===== src/rtl/sks_pkg.sv =====
package sks_pkg;

  // Default configuration
  localparam int MaxRecords = 64;
  localparam int KeyBits    = 16;
  localparam int TagBits    = 16;

  // Fixed port field width
  localparam int FieldBits  = 16;

  typedef struct packed {
    logic [FieldBits-1:0] key;
    logic [FieldBits-1:0] tag;
    logic                 final_item;
  } in_word_t;

  typedef struct packed {
    logic [FieldBits-1:0] sorted_key;
    logic [FieldBits-1:0] sorted_tag;
    logic                 run_end;
    logic                 dropped;
  } out_word_t;

  typedef enum logic [2:0] {
    ST_IDLE,
    ST_PRIME,
    ST_LOADC,
    ST_STEP,
    ST_PASS_END,
    ST_OUT_RD,
    ST_OUT_SHOW
  } state_e;

  // Source of the store write data
  typedef enum logic [1:0] {
    WR_INPUT,
    WR_STEP,
    WR_CARRY
  } wsel_e;

  // Update of the carried record
  typedef enum logic [1:0] {
    CARRY_HOLD,
    CARRY_LOAD,
    CARRY_STEP
  } carry_op_e;

  typedef struct packed {
    logic      we;
    wsel_e     wsel;
    logic      re;
    carry_op_e carry_op;
  } dp_cmd_t;

endpackage


===== src/rtl/sks_datapath.sv =====
module sks_datapath #(
  parameter int MAX_RECORDS = sks_pkg::MaxRecords,
  parameter int KEY_BITS    = sks_pkg::KeyBits,
  parameter int TAG_BITS    = sks_pkg::TagBits
) (
  input  logic                           clk_i,
  input  sks_pkg::dp_cmd_t               cmd_i,
  input  logic [$clog2(MAX_RECORDS)-1:0] waddr_i,
  input  logic [$clog2(MAX_RECORDS)-1:0] raddr_i,
  input  sks_pkg::in_word_t              in_word_i,
  output logic [sks_pkg::FieldBits-1:0]  rd_key_o,
  output logic [sks_pkg::FieldBits-1:0]  rd_tag_o
);

  logic [KEY_BITS-1:0] key_mem [MAX_RECORDS];
  logic [TAG_BITS-1:0] tag_mem [MAX_RECORDS];

  logic [KEY_BITS-1:0] rkey_q;
  logic [TAG_BITS-1:0] rtag_q;
  logic [KEY_BITS-1:0] ckey_q, ckey_d;
  logic [TAG_BITS-1:0] ctag_q, ctag_d;
  logic [KEY_BITS-1:0] wkey;
  logic [TAG_BITS-1:0] wtag;
  logic                swap;

  // Earlier record strictly greater: it moves up, carried record stays
  assign swap = rkey_q > ckey_q;

  // Select write data
  always_comb begin
    case (cmd_i.wsel)
      sks_pkg::WR_INPUT: begin
        wkey = KEY_BITS'(in_word_i.key);
        wtag = TAG_BITS'(in_word_i.tag);
      end
      sks_pkg::WR_STEP: begin
        wkey = swap ? rkey_q : ckey_q;
        wtag = swap ? rtag_q : ctag_q;
      end
      sks_pkg::WR_CARRY: begin
        wkey = ckey_q;
        wtag = ctag_q;
      end
      default: begin
        wkey = ckey_q;
        wtag = ctag_q;
      end
    endcase
  end

  // Update the carried record
  always_comb begin
    case (cmd_i.carry_op)
      sks_pkg::CARRY_LOAD: begin
        ckey_d = rkey_q;
        ctag_d = rtag_q;
      end
      sks_pkg::CARRY_STEP: begin
        ckey_d = swap ? ckey_q : rkey_q;
        ctag_d = swap ? ctag_q : rtag_q;
      end
      default: begin
        ckey_d = ckey_q;
        ctag_d = ctag_q;
      end
    endcase
  end

  always_ff @(posedge clk_i) begin
    ckey_q <= ckey_d;
    ctag_q <= ctag_d;
  end

  // Record store, one write and one registered read per cycle
  always_ff @(posedge clk_i) begin
    if (cmd_i.we) begin
      key_mem[waddr_i] <= wkey;
      tag_mem[waddr_i] <= wtag;
    end
  end

  always_ff @(posedge clk_i) begin
    if (cmd_i.re) begin
      rkey_q <= key_mem[raddr_i];
      rtag_q <= tag_mem[raddr_i];
    end
  end

  assign rd_key_o = sks_pkg::FieldBits'(rkey_q);
  assign rd_tag_o = sks_pkg::FieldBits'(rtag_q);

endmodule


===== src/rtl/sks_ctrl.sv =====
module sks_ctrl #(
  parameter int MAX_RECORDS = sks_pkg::MaxRecords
) (
  input  logic                           clk_i,
  input  logic                           rst_ni,
  input  logic                           in_valid_i,
  input  logic                           in_final_i,
  output logic                           in_stall_o,
  output logic                           out_valid_o,
  input  logic                           out_stall_i,
  output logic                           run_end_o,
  output logic                           dropped_o,
  output sks_pkg::dp_cmd_t               cmd_o,
  output logic [$clog2(MAX_RECORDS)-1:0] waddr_o,
  output logic [$clog2(MAX_RECORDS)-1:0] raddr_o
);

  localparam int AW = $clog2(MAX_RECORDS);
  localparam int CW = $clog2(MAX_RECORDS + 1);

  sks_pkg::state_e state_q, state_d;
  logic [CW-1:0]   fill_q, fill_d;
  logic            ovf_q, ovf_d;
  logic [AW-1:0]   pass_q, pass_d;
  logic [AW-1:0]   pos_q, pos_d;

  logic          in_acc;
  logic          out_acc;
  logic          has_room;
  logic [CW-1:0] run_len;
  logic [AW-1:0] top_idx;
  logic          last_out;

  assign in_acc   = in_valid_i && !in_stall_o;
  assign out_acc  = out_valid_o && !out_stall_i;
  assign has_room = fill_q < CW'(MAX_RECORDS);
  assign run_len  = has_room ? fill_q + CW'(1) : fill_q;
  assign top_idx  = AW'(fill_q - CW'(1));
  assign last_out = (CW'(pos_q) + CW'(1)) == fill_q;

  // Next state
  always_comb begin
    state_d = state_q;
    case (state_q)
      sks_pkg::ST_IDLE: begin
        if (in_acc && in_final_i) begin
          state_d = (run_len >= CW'(2)) ? sks_pkg::ST_PRIME : sks_pkg::ST_OUT_RD;
        end
      end
      sks_pkg::ST_PRIME:    state_d = sks_pkg::ST_LOADC;
      sks_pkg::ST_LOADC:    state_d = sks_pkg::ST_STEP;
      sks_pkg::ST_STEP: begin
        if (pos_q - AW'(1) == pass_q) begin
          state_d = sks_pkg::ST_PASS_END;
        end
      end
      sks_pkg::ST_PASS_END: begin
        state_d = (CW'(pass_q) + CW'(2) == fill_q) ? sks_pkg::ST_OUT_RD
                                                   : sks_pkg::ST_PRIME;
      end
      sks_pkg::ST_OUT_RD:   state_d = sks_pkg::ST_OUT_SHOW;
      sks_pkg::ST_OUT_SHOW: begin
        if (out_acc) begin
          state_d = last_out ? sks_pkg::ST_IDLE : sks_pkg::ST_OUT_RD;
        end
      end
      default:              state_d = sks_pkg::ST_IDLE;
    endcase
  end

  // Commands and counter updates
  always_comb begin
    cmd_o       = '{we: 1'b0, wsel: sks_pkg::WR_INPUT, re: 1'b0,
                    carry_op: sks_pkg::CARRY_HOLD};
    waddr_o     = pos_q;
    raddr_o     = pos_q;
    in_stall_o  = 1'b1;
    out_valid_o = 1'b0;
    run_end_o   = last_out;
    dropped_o   = ovf_q;
    fill_d      = fill_q;
    ovf_d       = ovf_q;
    pass_d      = pass_q;
    pos_d       = pos_q;
    case (state_q)
      sks_pkg::ST_IDLE: begin
        in_stall_o = 1'b0;
        waddr_o    = AW'(fill_q);
        pass_d     = '0;
        pos_d      = '0;
        if (in_acc) begin
          // Store the word, or drop it when full
          if (has_room) begin
            cmd_o.we = 1'b1;
            fill_d   = fill_q + CW'(1);
          end else begin
            ovf_d = 1'b1;
          end
        end
      end
      sks_pkg::ST_PRIME: begin
        // Fetch the top record of the run as the carried record
        cmd_o.re = 1'b1;
        raddr_o  = top_idx;
        pos_d    = top_idx;
      end
      sks_pkg::ST_LOADC: begin
        cmd_o.carry_op = sks_pkg::CARRY_LOAD;
        cmd_o.re       = 1'b1;
        raddr_o        = pos_q - AW'(1);
      end
      sks_pkg::ST_STEP: begin
        // Compare neighbor with carried record, write back the larger
        cmd_o.carry_op = sks_pkg::CARRY_STEP;
        cmd_o.we       = 1'b1;
        cmd_o.wsel     = sks_pkg::WR_STEP;
        waddr_o        = pos_q;
        if (pos_q - AW'(1) != pass_q) begin
          cmd_o.re = 1'b1;
          raddr_o  = pos_q - AW'(2);
          pos_d    = pos_q - AW'(1);
        end
      end
      sks_pkg::ST_PASS_END: begin
        // Settle the pass minimum at its final place
        cmd_o.we   = 1'b1;
        cmd_o.wsel = sks_pkg::WR_CARRY;
        waddr_o    = pass_q;
        pass_d     = pass_q + AW'(1);
        pos_d      = '0;
      end
      sks_pkg::ST_OUT_RD: begin
        cmd_o.re = 1'b1;
        raddr_o  = pos_q;
      end
      sks_pkg::ST_OUT_SHOW: begin
        out_valid_o = 1'b1;
        if (out_acc) begin
          if (last_out) begin
            fill_d = '0;
            ovf_d  = 1'b0;
          end else begin
            pos_d = pos_q + AW'(1);
          end
        end
      end
      default: begin
        in_stall_o = 1'b1;
      end
    endcase
  end

  always_ff @(posedge clk_i or negedge rst_ni) begin
    if (!rst_ni) begin
      state_q <= sks_pkg::ST_IDLE;
      fill_q  <= '0;
      ovf_q   <= 1'b0;
      pass_q  <= '0;
      pos_q   <= '0;
    end else begin
      state_q <= state_d;
      fill_q  <= fill_d;
      ovf_q   <= ovf_d;
      pass_q  <= pass_d;
      pos_q   <= pos_d;
    end
  end

endmodule


===== src/rtl/stable_key_tag_sorter.sv =====
// Stable ascending sorter for key/tag records.
// Input channel: in_valid_i / in_stall_o carry one record word (key, tag,
// final_item). Records are stored one per cycle; records beyond
// MAX_RECORDS are dropped. A word with final_item set closes the set.
// The set is then bubble sorted in place in a single-port-write record
// store, one compare-and-write per cycle with the moving record held in a
// register. Equal keys keep arrival order. Output channel: out_valid_o /
// out_stall_i return the run in order, each word read from the store and
// then shown, the next one read only after it is taken; run_end marks the
// last word and dropped every word of a run that lost records. A stalled
// word holds. in_stall_o stays high from the final word until the last
// result is taken. Reset clears the counters and returns to collecting;
// the store needs no clearing, entries are read only after they are written.
module stable_key_tag_sorter #(
  parameter int MAX_RECORDS = sks_pkg::MaxRecords,
  parameter int KEY_BITS    = sks_pkg::KeyBits,
  parameter int TAG_BITS    = sks_pkg::TagBits
) (
  input  logic               clk_i,
  input  logic               rst_ni,
  input  logic               in_valid_i,
  input  sks_pkg::in_word_t  in_word_i,
  output logic               in_stall_o,
  output logic               out_valid_o,
  output sks_pkg::out_word_t out_word_o,
  input  logic               out_stall_i
);

  localparam int AW = $clog2(MAX_RECORDS);

  sks_pkg::dp_cmd_t              cmd;
  logic [AW-1:0]                 waddr;
  logic [AW-1:0]                 raddr;
  logic [sks_pkg::FieldBits-1:0] rd_key;
  logic [sks_pkg::FieldBits-1:0] rd_tag;
  logic                          run_end;
  logic                          dropped;

  sks_ctrl #(
    .MAX_RECORDS(MAX_RECORDS)
  ) u_ctrl (
    .clk_i      (clk_i),
    .rst_ni     (rst_ni),
    .in_valid_i (in_valid_i),
    .in_final_i (in_word_i.final_item),
    .in_stall_o (in_stall_o),
    .out_valid_o(out_valid_o),
    .out_stall_i(out_stall_i),
    .run_end_o  (run_end),
    .dropped_o  (dropped),
    .cmd_o      (cmd),
    .waddr_o    (waddr),
    .raddr_o    (raddr)
  );

  sks_datapath #(
    .MAX_RECORDS(MAX_RECORDS),
    .KEY_BITS   (KEY_BITS),
    .TAG_BITS   (TAG_BITS)
  ) u_datapath (
    .clk_i    (clk_i),
    .cmd_i    (cmd),
    .waddr_i  (waddr),
    .raddr_i  (raddr),
    .in_word_i(in_word_i),
    .rd_key_o (rd_key),
    .rd_tag_o (rd_tag)
  );

  // Assemble the result word
  assign out_word_o = '{sorted_key: rd_key, sorted_tag: rd_tag,
                        run_end: run_end, dropped: dropped};

  // Input and output phases never overlap
  a_phase_excl: assert property (@(posedge clk_i) disable iff (!rst_ni)
    !(out_valid_o && !in_stall_o))
    else $error("input taken while results pending");

  // A final word closes the input side
  a_final_stalls: assert property (@(posedge clk_i) disable iff (!rst_ni)
    (in_valid_i && !in_stall_o && in_word_i.final_item) |=> in_stall_o)
    else $error("input not stalled after final word");

  // The run ends after its last word is taken
  a_run_end: assert property (@(posedge clk_i) disable iff (!rst_ni)
    (out_valid_o && !out_stall_i && out_word_o.run_end) |=>
      (!out_valid_o && !in_stall_o))
    else $error("run did not end after last word");

  // No store write while results are shown
  a_no_write_out: assert property (@(posedge clk_i) disable iff (!rst_ni)
    out_valid_o |-> !cmd.we)
    else $error("store written during output");

endmodule

===== config.mk =====
export PLATFORM = sky130hd
export DESIGN_NAME = stable_key_tag_sorter
export DESIGN_NICKNAME = d
export VERILOG_FILES = /design/src/rtl/sks_pkg.sv /design/src/rtl/sks_datapath.sv /design/src/rtl/sks_ctrl.sv /design/src/rtl/stable_key_tag_sorter.sv
export SDC_FILE = /design/constraint.sdc
export NUM_CORES = 2
export LEC_CHECK = 0
export ABC_AREA = 0
export BUFFER_PORTS_ARGS = -buffer_cell sky130_fd_sc_hd__buf_2
export CAP_MARGIN = 30
export CORE_MARGIN = 3
export CORE_UTILIZATION = 45
export DETAILED_ROUTE_END_ITERATION = 10
export GPL_TIMING_DRIVEN = 0
export HOLD_SLACK_MARGIN = 0.15
export PLACE_DENSITY = 0.7
export SYNTH_ARGS = -nofsm -noshare
export SYNTH_HDL_FRONTEND = slang
export SYNTH_SLANG_ARGS = --single-unit

===== constraint.sdc =====
create_clock -name clk_i -period 10.33 [get_ports clk_i]
set_input_delay 0.5165 -clock clk_i [delete_from_list [all_inputs] [get_ports clk_i]]
set_output_delay 0.5165 -clock clk_i [all_outputs]
set_load 0.01 [all_outputs]

Word level (Yosys, flattened, before mapping)
Memory sizes are Yosys's and may differ from the RTL's. A register that Yosys moved wholly into a read port is not among the register bits.
Cells that the tools add are included.
{ "word_totals": {"register_bits": 55, "mem_bits_rw": 2048, "inputBits": 37, "out_inout_bits": 36, "elab_cells": 104, "memories": 2} }
{ "op_classes": {"add_sub_neg": 8, "magnitude_cmp": 3, "eq_ne": 22, "muxes": 44, "reduce_logical": 18} }
{ "mem_list": {"columns": ["name", "depth", "word_bits", "read_ports", "rd_clocked_by_memory_dff", "wr", "line", "text"], "rows": [
  ["u_datapath.key_mem", 64, 16, 1, 1, 1, "sks_datapath.sv:15", "logic [KEY_BITS-1:0] key_mem [MAX_RECORDS];"],
  ["u_datapath.tag_mem", 64, 16, 1, 1, 1, "sks_datapath.sv:16", "logic [TAG_BITS-1:0] tag_mem [MAX_RECORDS];"]
]} }
{ "op_table": {"columns": ["op", "n"], "rows": [
  ["case mux 16 bit (2 select lines)", 4],
  ["two-way mux 16 bit", 4],
  ["two-way mux 7 bit", 4],
  ["two-way mux 6 bit", 4],
  ["case mux 6 bit (2 select lines)", 2],
  ["case mux 6 bit (4 select lines)", 1],
  ["case mux 3 bit (7 select lines)", 1],
  ["two-way mux 3 bit", 6],
  ["case mux 6 bit (3 select lines)", 1],
  ["greater-than comparator 16 bit", 1],
  ["== test 7 bit", 2],
  ["case mux 7 bit (2 select lines)", 1],
  ["adder 6 x 1 -> 6 bit, second input constant", 2],
  ["subtractor 6 x 1 -> 6 bit, second input constant", 2],
  ["two-way mux 1 bit", 11],
  ["inequality test 2 x 1 -> 1 bit, second input constant", 5],
  ["== test 3 bit, second input constant", 3],
  ["inequality test 2 bit, second input constant", 4],
  ["case mux 2 bit (2 select lines)", 2],
  ["AND reduction 4 bit", 2],
  ["adder 6 x 1 -> 7 bit, second input constant", 1],
  ["adder 6 x 2 -> 7 bit, second input constant", 1],
  ["adder 7 x 1 -> 7 bit, second input constant", 1],
  [">= comparator 7 x 2 -> 1 bit, second input constant", 1],
  ["20 further kinds", 29]
]} }

Logic depth before layout (Yosys ltp)
{ "logic_depth": {"word_depth": 6, "mapped_depth": 15, "mapped_depth_nobuf": 11} }

By module
From an unflattened synthesis, not the netlist that was laid out.
{ "hier_totals": {"hier_cells": 3875, "area_unflattened_um2": 84095.7} }
{ "by_module_without_submodules": {"columns": ["mod", "n_inst", "cells_per_inst", "area_each_um2"], "rows": [
  ["sks_datapath", 1, 3515, 81356.8],
  ["sks_ctrl", 1, 358, 2723.9],
  ["stable_key_tag_sorter", 1, 2, 15.0]
]} }

Worst setup path before layout
OpenSTA, ideal clock, no wires.
{ "synth_path": {"path_type": "register -> register", "from": "reg u_datapath.rkey_q[1], in the netlist u_datapath.rd_key_o[1], read port of u_datapath.key_mem", "to": "mem u_datapath.key_mem[0][10] (netlist name), data pin", "setup_time_ns": 0.721, "t_arrival_ns": 4.901, "setup_slack_ns": 4.708, "stages_incl_launch_ff": 12, "cell_sequence": "edfxtp_1 ha_1 nor2b_1 o21a_1 o21a_1 o21ai_0 a21oi_1 o31ai_1 a211oi_1 clkbuf_1 clkbuf_1 o31ai_1"} }
{ "synth_between": {"elab_chain_cells": 3} }
{ "synth_lines": {"columns": ["item", "line", "text"], "rows": [
  ["from (decl)", "sks_datapath.sv:18", "logic [KEY_BITS-1:0] rkey_q;"],
  ["greater-than comparator 16 bit", "sks_datapath.sv:27", "assign swap = rkey_q > ckey_q;"],
  ["two-way mux 16 bit", "sks_datapath.sv:37", "wkey = swap ? rkey_q : ckey_q;"],
  ["case mux 16 bit (2 select lines)", "sks_datapath.sv:31", "case (cmd_i.wsel)"],
  ["via u_datapath.wkey[10]", "sks_datapath.sv:22", "logic [KEY_BITS-1:0] wkey;"],
  ["to (decl)", "sks_datapath.sv:15", null]
]} }
The timed path passes the listed nets, and every way through them passes these cells.

Worst setup path in the final report
{ "layout_path": {"from": "reg u_ctrl.pos_q[0]", "to": "reg u_datapath.rkey_q[6], in the netlist u_datapath.rd_key_o[6], read port of u_datapath.key_mem, data pin"} }
{ "layout_between": {"elab_chain_cells": 4, "word_cells_on_any_way": 7, "cone_classes": "2 x add/sub; 1 x eq/ne; 4 x mux"} }
{ "layout_lines": {"columns": ["item", "line", "text"], "rows": [
  ["from (decl)", "sks_ctrl.sv:25", "logic [AW-1:0] pos_q, pos_d;"],
  ["from (signal assigned)", "sks_ctrl.sv:165", "pos_q <= pos_d;"],
  ["subtractor 6 x 1 -> 6 bit", "sks_ctrl.sv:110, sks_ctrl.sv:118", null],
  ["inequality test 6 bit", "sks_ctrl.sv:118", "if (pos_q - AW'(1) != pass_q) begin"],
  ["two-way mux 6 bit or two-way mux 1 bit (tied branches)", "sks_ctrl.sv:118", null],
  ["case mux 6 bit (3 select lines) or case mux 1 bit (2 select lines) (tied branches)", "sks_ctrl.sv:85", "case (state_q)"]
]} }
Several ways; a longest one is shown, not always the timed one.
A chain may end at the register's enable or synchronous reset.

==> results.tsv <==
stage	metric	value	unit
status	status	complete, no violations	
clock_network	cts.reportedPaths.clkPinSlew	0.06	ns
die	rows	158	
global_routing	grt.overflow.total	0	
synth	synth_edf_count	2112	
synth	syn_nets	4311	
power	ir_drop	175.5	uV
sta	setup_slack	3.848	ns
die	core	185800	sq um
die	die_w	438.7	um
global_routing	grt_pass1_vias	43950	
placed_design	place_ws	3.912	ns
synth	postSynthAreaPerCell	19.83	sq um
finish	multiInputGateArea	19710	sq um
sta	slew_violations	0	
sta	max_freq	154.3	MHz
placed_design	io_buffers	72	
sta	finalCriticalPeriod	6.482	ns
routing	avgViaCountPerCell	6.115	
routing	wirelength	219700	um
synth	synthArstFlopShare	1.077	%
hold_path	hold_class	input pin to flip-flop	
clock_network	post_cts_buffers	0	
clock_network	cts_root_buf	clkbuf_16	
setup_path	critPathKind	flip-flop to flip-flop	
clock_network	cts_buffers	201	
synth	synthCells	4249	
clock_network	cts_tree	done	
finish	drive_gt1_share	27.10	%
sta	fin_tns_setup	0	ns
sta	slew_headroom	30.45	%
synth	syn_area	84260	sq um
routing	wl_per_cell	29.98	um
setup_path	cp_max_fo	10	
sta	finalCritPeriodShare	62.75	%
routing	drtAntennaViolNets	0	
routing	vias	44800	
hold_path	hold_depth	3	
setup_path	reg2reg_depth	15	
setup_path	critical_path.endpoint_type	flip-flop	
synth	ys.flop_type	edfxtp_1	
synth	synth_top_cell_area_share	75.27	%
sta	setup_viol	0	
job	maxCapViolCount	0	
global_routing	grt_max_degree	65	
routing	drcViolationCount	0	
finish	final_common_cell	edfxtp_1	
placed_design	dpl.hpwl	150700	um
power	fin_total_pwr	16530	uW
synth	synth_cell_types	75	
sta	grt_setup_unrepaired	no	
setup_path	cp-start-kind	flip-flop	
finish	area.sequential	64000	sq um
synth	netlist.top_cell.by_area	edfxtp_1	
global_routing	grt.total_usage	22.83	%
placed_design	gp_congestion	0.9232	
sta	hold_viol	0	
sta	worstMarginPinSlew	1.043	ns
finish	final_cell_mix	2112 x edfxtp_1, 512 x mux4_2, 470 x nand2_1	
finish	nFillCells	14240	
clock_network	cts.sinks	2135	
routing	initialDrtViolationCount	5607	
power	leakage	0.03069	uW
die	die_h	438.7	um
finish	final_nets	4729	
setup_path	worstPathRequired	10.94	ns
sta	holdWs	0.2111	ns
power	pwr_density_cell	169.5	nW/um^2
global_routing	grt_pass1_wl	316600	um
clock_network	h-tree-depth	4	
synth	ys_ff_latch	2135	
sta	skew	0.02442	ns
synth	seq_area_frac_synth	75.95	%
die	die-area	192500	sq um
clock_network	clk_path_buf_depth	3	
die	pin_count	73	
clock_network	clock_latency	0.83	ns
setup_path	crit_arrival	7.09	ns
routing	drt_first_pass_iters	6	
synth	yosys_warnings	0	
finish	area_delta_synth_final	15.75	%
synth	synthTopCellsByArea	edfxtp_1 75%, mux4_2 14%, nand2_1 2.1%	
die	start_util	45.34	%
global_routing	antenna_found_initial	10	
[power by group]
part	internal, uW	total [uW]	leakage (uW)	switching [uW]
registers	9370	9370	0.0194	0
clock network	3960	7150	0.00310	3180
logic	6.26	11.6	0.00818	5.28
[final cells by class]
class,instances,share of cell area (%)
Clock inverter,135,1.151
Antenna cell,5,0.01283
Clock buffer,242,5.359
Buffer,255,1.206
Multi-Input combinational cell,1827,20.21
Sequential cell,2135,65.62
Tap cell,2480,3.182
Inverter,32,0.1232
Timing Repair Buffer,215,3.141
[state kept, by name, indices dropped and copies added, names as in the netlist]
signal	count
u_datapath.rd_tag_o	16
u_ctrl.fill_q	7
u_ctrl.pass_q	6
u_ctrl.pos_q	6
u_ctrl.state_q	3
u_datapath.tag_mem	1024
u_datapath.ctag_q	16
u_datapath.ckey_q	16
u_datapath.rd_key_o	16
u_datapath.key_mem	1024
u_ctrl.dropped_o	1
[layer usage]
layer	global-route usage (%)	up-vias	routed length [um]
met3	4.727	405	20870
li1	-	18290	-
met2	35.14	2478	103600
met4	10.72	4	11090
met1	31.45	23620	84110
met5	0	-	27
[kinds of logic after synthesis]
group                      share of synthesized area (%)
DFF                                                75.95
xor gates and xnor gates                          0.3356
and+or+nand+nor                                    5.181
muxes                                              14.17
buffers and inverters                              1.538
adders and majority gates                         0.3712
AOI/OAI and AO/OA                                  2.455
[critical path, stage by stage, from the launching register on]
cell and delay [ns]:
dfrtp_1 0.55, clkbuf_1 0.51, inv_1 0.22, ha_1 0.30
xor3_1 0.37, nor3_2 0.28, and3_1 0.30, nand2_1 0.31
a211oi_2 0.71, buf_6 0.26, buf_2 0.45, clkbuf_1 0.49
nand2_1 0.27, nand4_1 0.29, nand4_1 0.48, nor3_2 0.44
[synthesized netlist by cell type (6+ instances only)]
| cell type | number |
|---|---|
| a211oi_1 | 9 |
| a21o_1 | 28 |
| a21oi_1 | 45 |
| a22o_1 | 22 |
| a22oi_1 | 18 |
| a32o_1 | 32 |
| and3_1 | 9 |
| buf_1 | 10 |
| buf_2 | 150 |
| clkbuf_1 | 88 |
| dfrtp_1 | 23 |
| edfxtp_1 | 2112 |
| ha_1 | 25 |
| inv_1 | 30 |
| mux2i_1 | 37 |
| mux4_2 | 512 |
| nand2_1 | 470 |
| nand2b_1 | 7 |
| nand3_1 | 16 |
| nand4_1 | 169 |
| nor2_1 | 192 |
| nor2b_1 | 8 |
| nor3_1 | 9 |
| nor3_2 | 34 |
| o211ai_1 | 6 |
| o21a_1 | 7 |
| o21ai_0 | 30 |
| o22ai_1 | 35 |
| o31ai_1 | 18 |
| xnor2_1 | 19 |
| xor2_1 | 8 |
[worst paths after layout]
check | endpoint | slack (ns) | from
worst max-delay path | u_datapath.rd_key_o[6] | 3.85 | u_ctrl.pos_q[0]
worst min-delay path | u_datapath.key_mem[59][14] | 0.21 | in_word_i[31]
worst max register to register | u_datapath.rd_key_o[6] | 3.85 | u_ctrl.pos_q[0]
worst min register to register | u_datapath.ctag_q[14] | 0.51 | u_datapath.rd_tag_o[14]
max in group asynchronous | u_ctrl.pass_q[5] | 9.73 | rst_ni
min in group asynchronous | u_ctrl.fill_q[5] | 0.22 | rst_ni
[repair_timing]
item,in CTS,in global routing
hold endpoints to repair,39,0
resized for setup,0,0
hold buffers,5,0
[through the flow]
step | utilization (%) | cells | area [sq um]
3_5_place_dp | 49.03 | 6939 | 91120
6_report | 52.48 | 7326 | 97530
4_1_cts | 52.48 | 7321 | 97510
2_1_floorplan | - | 4249 | 84260
3_3_place_gp | 47.21 | 6801 | 87720
5_1_grt | 52.48 | 7322 | 97520
Note: power is estimated with default switching activity, not from simulation.
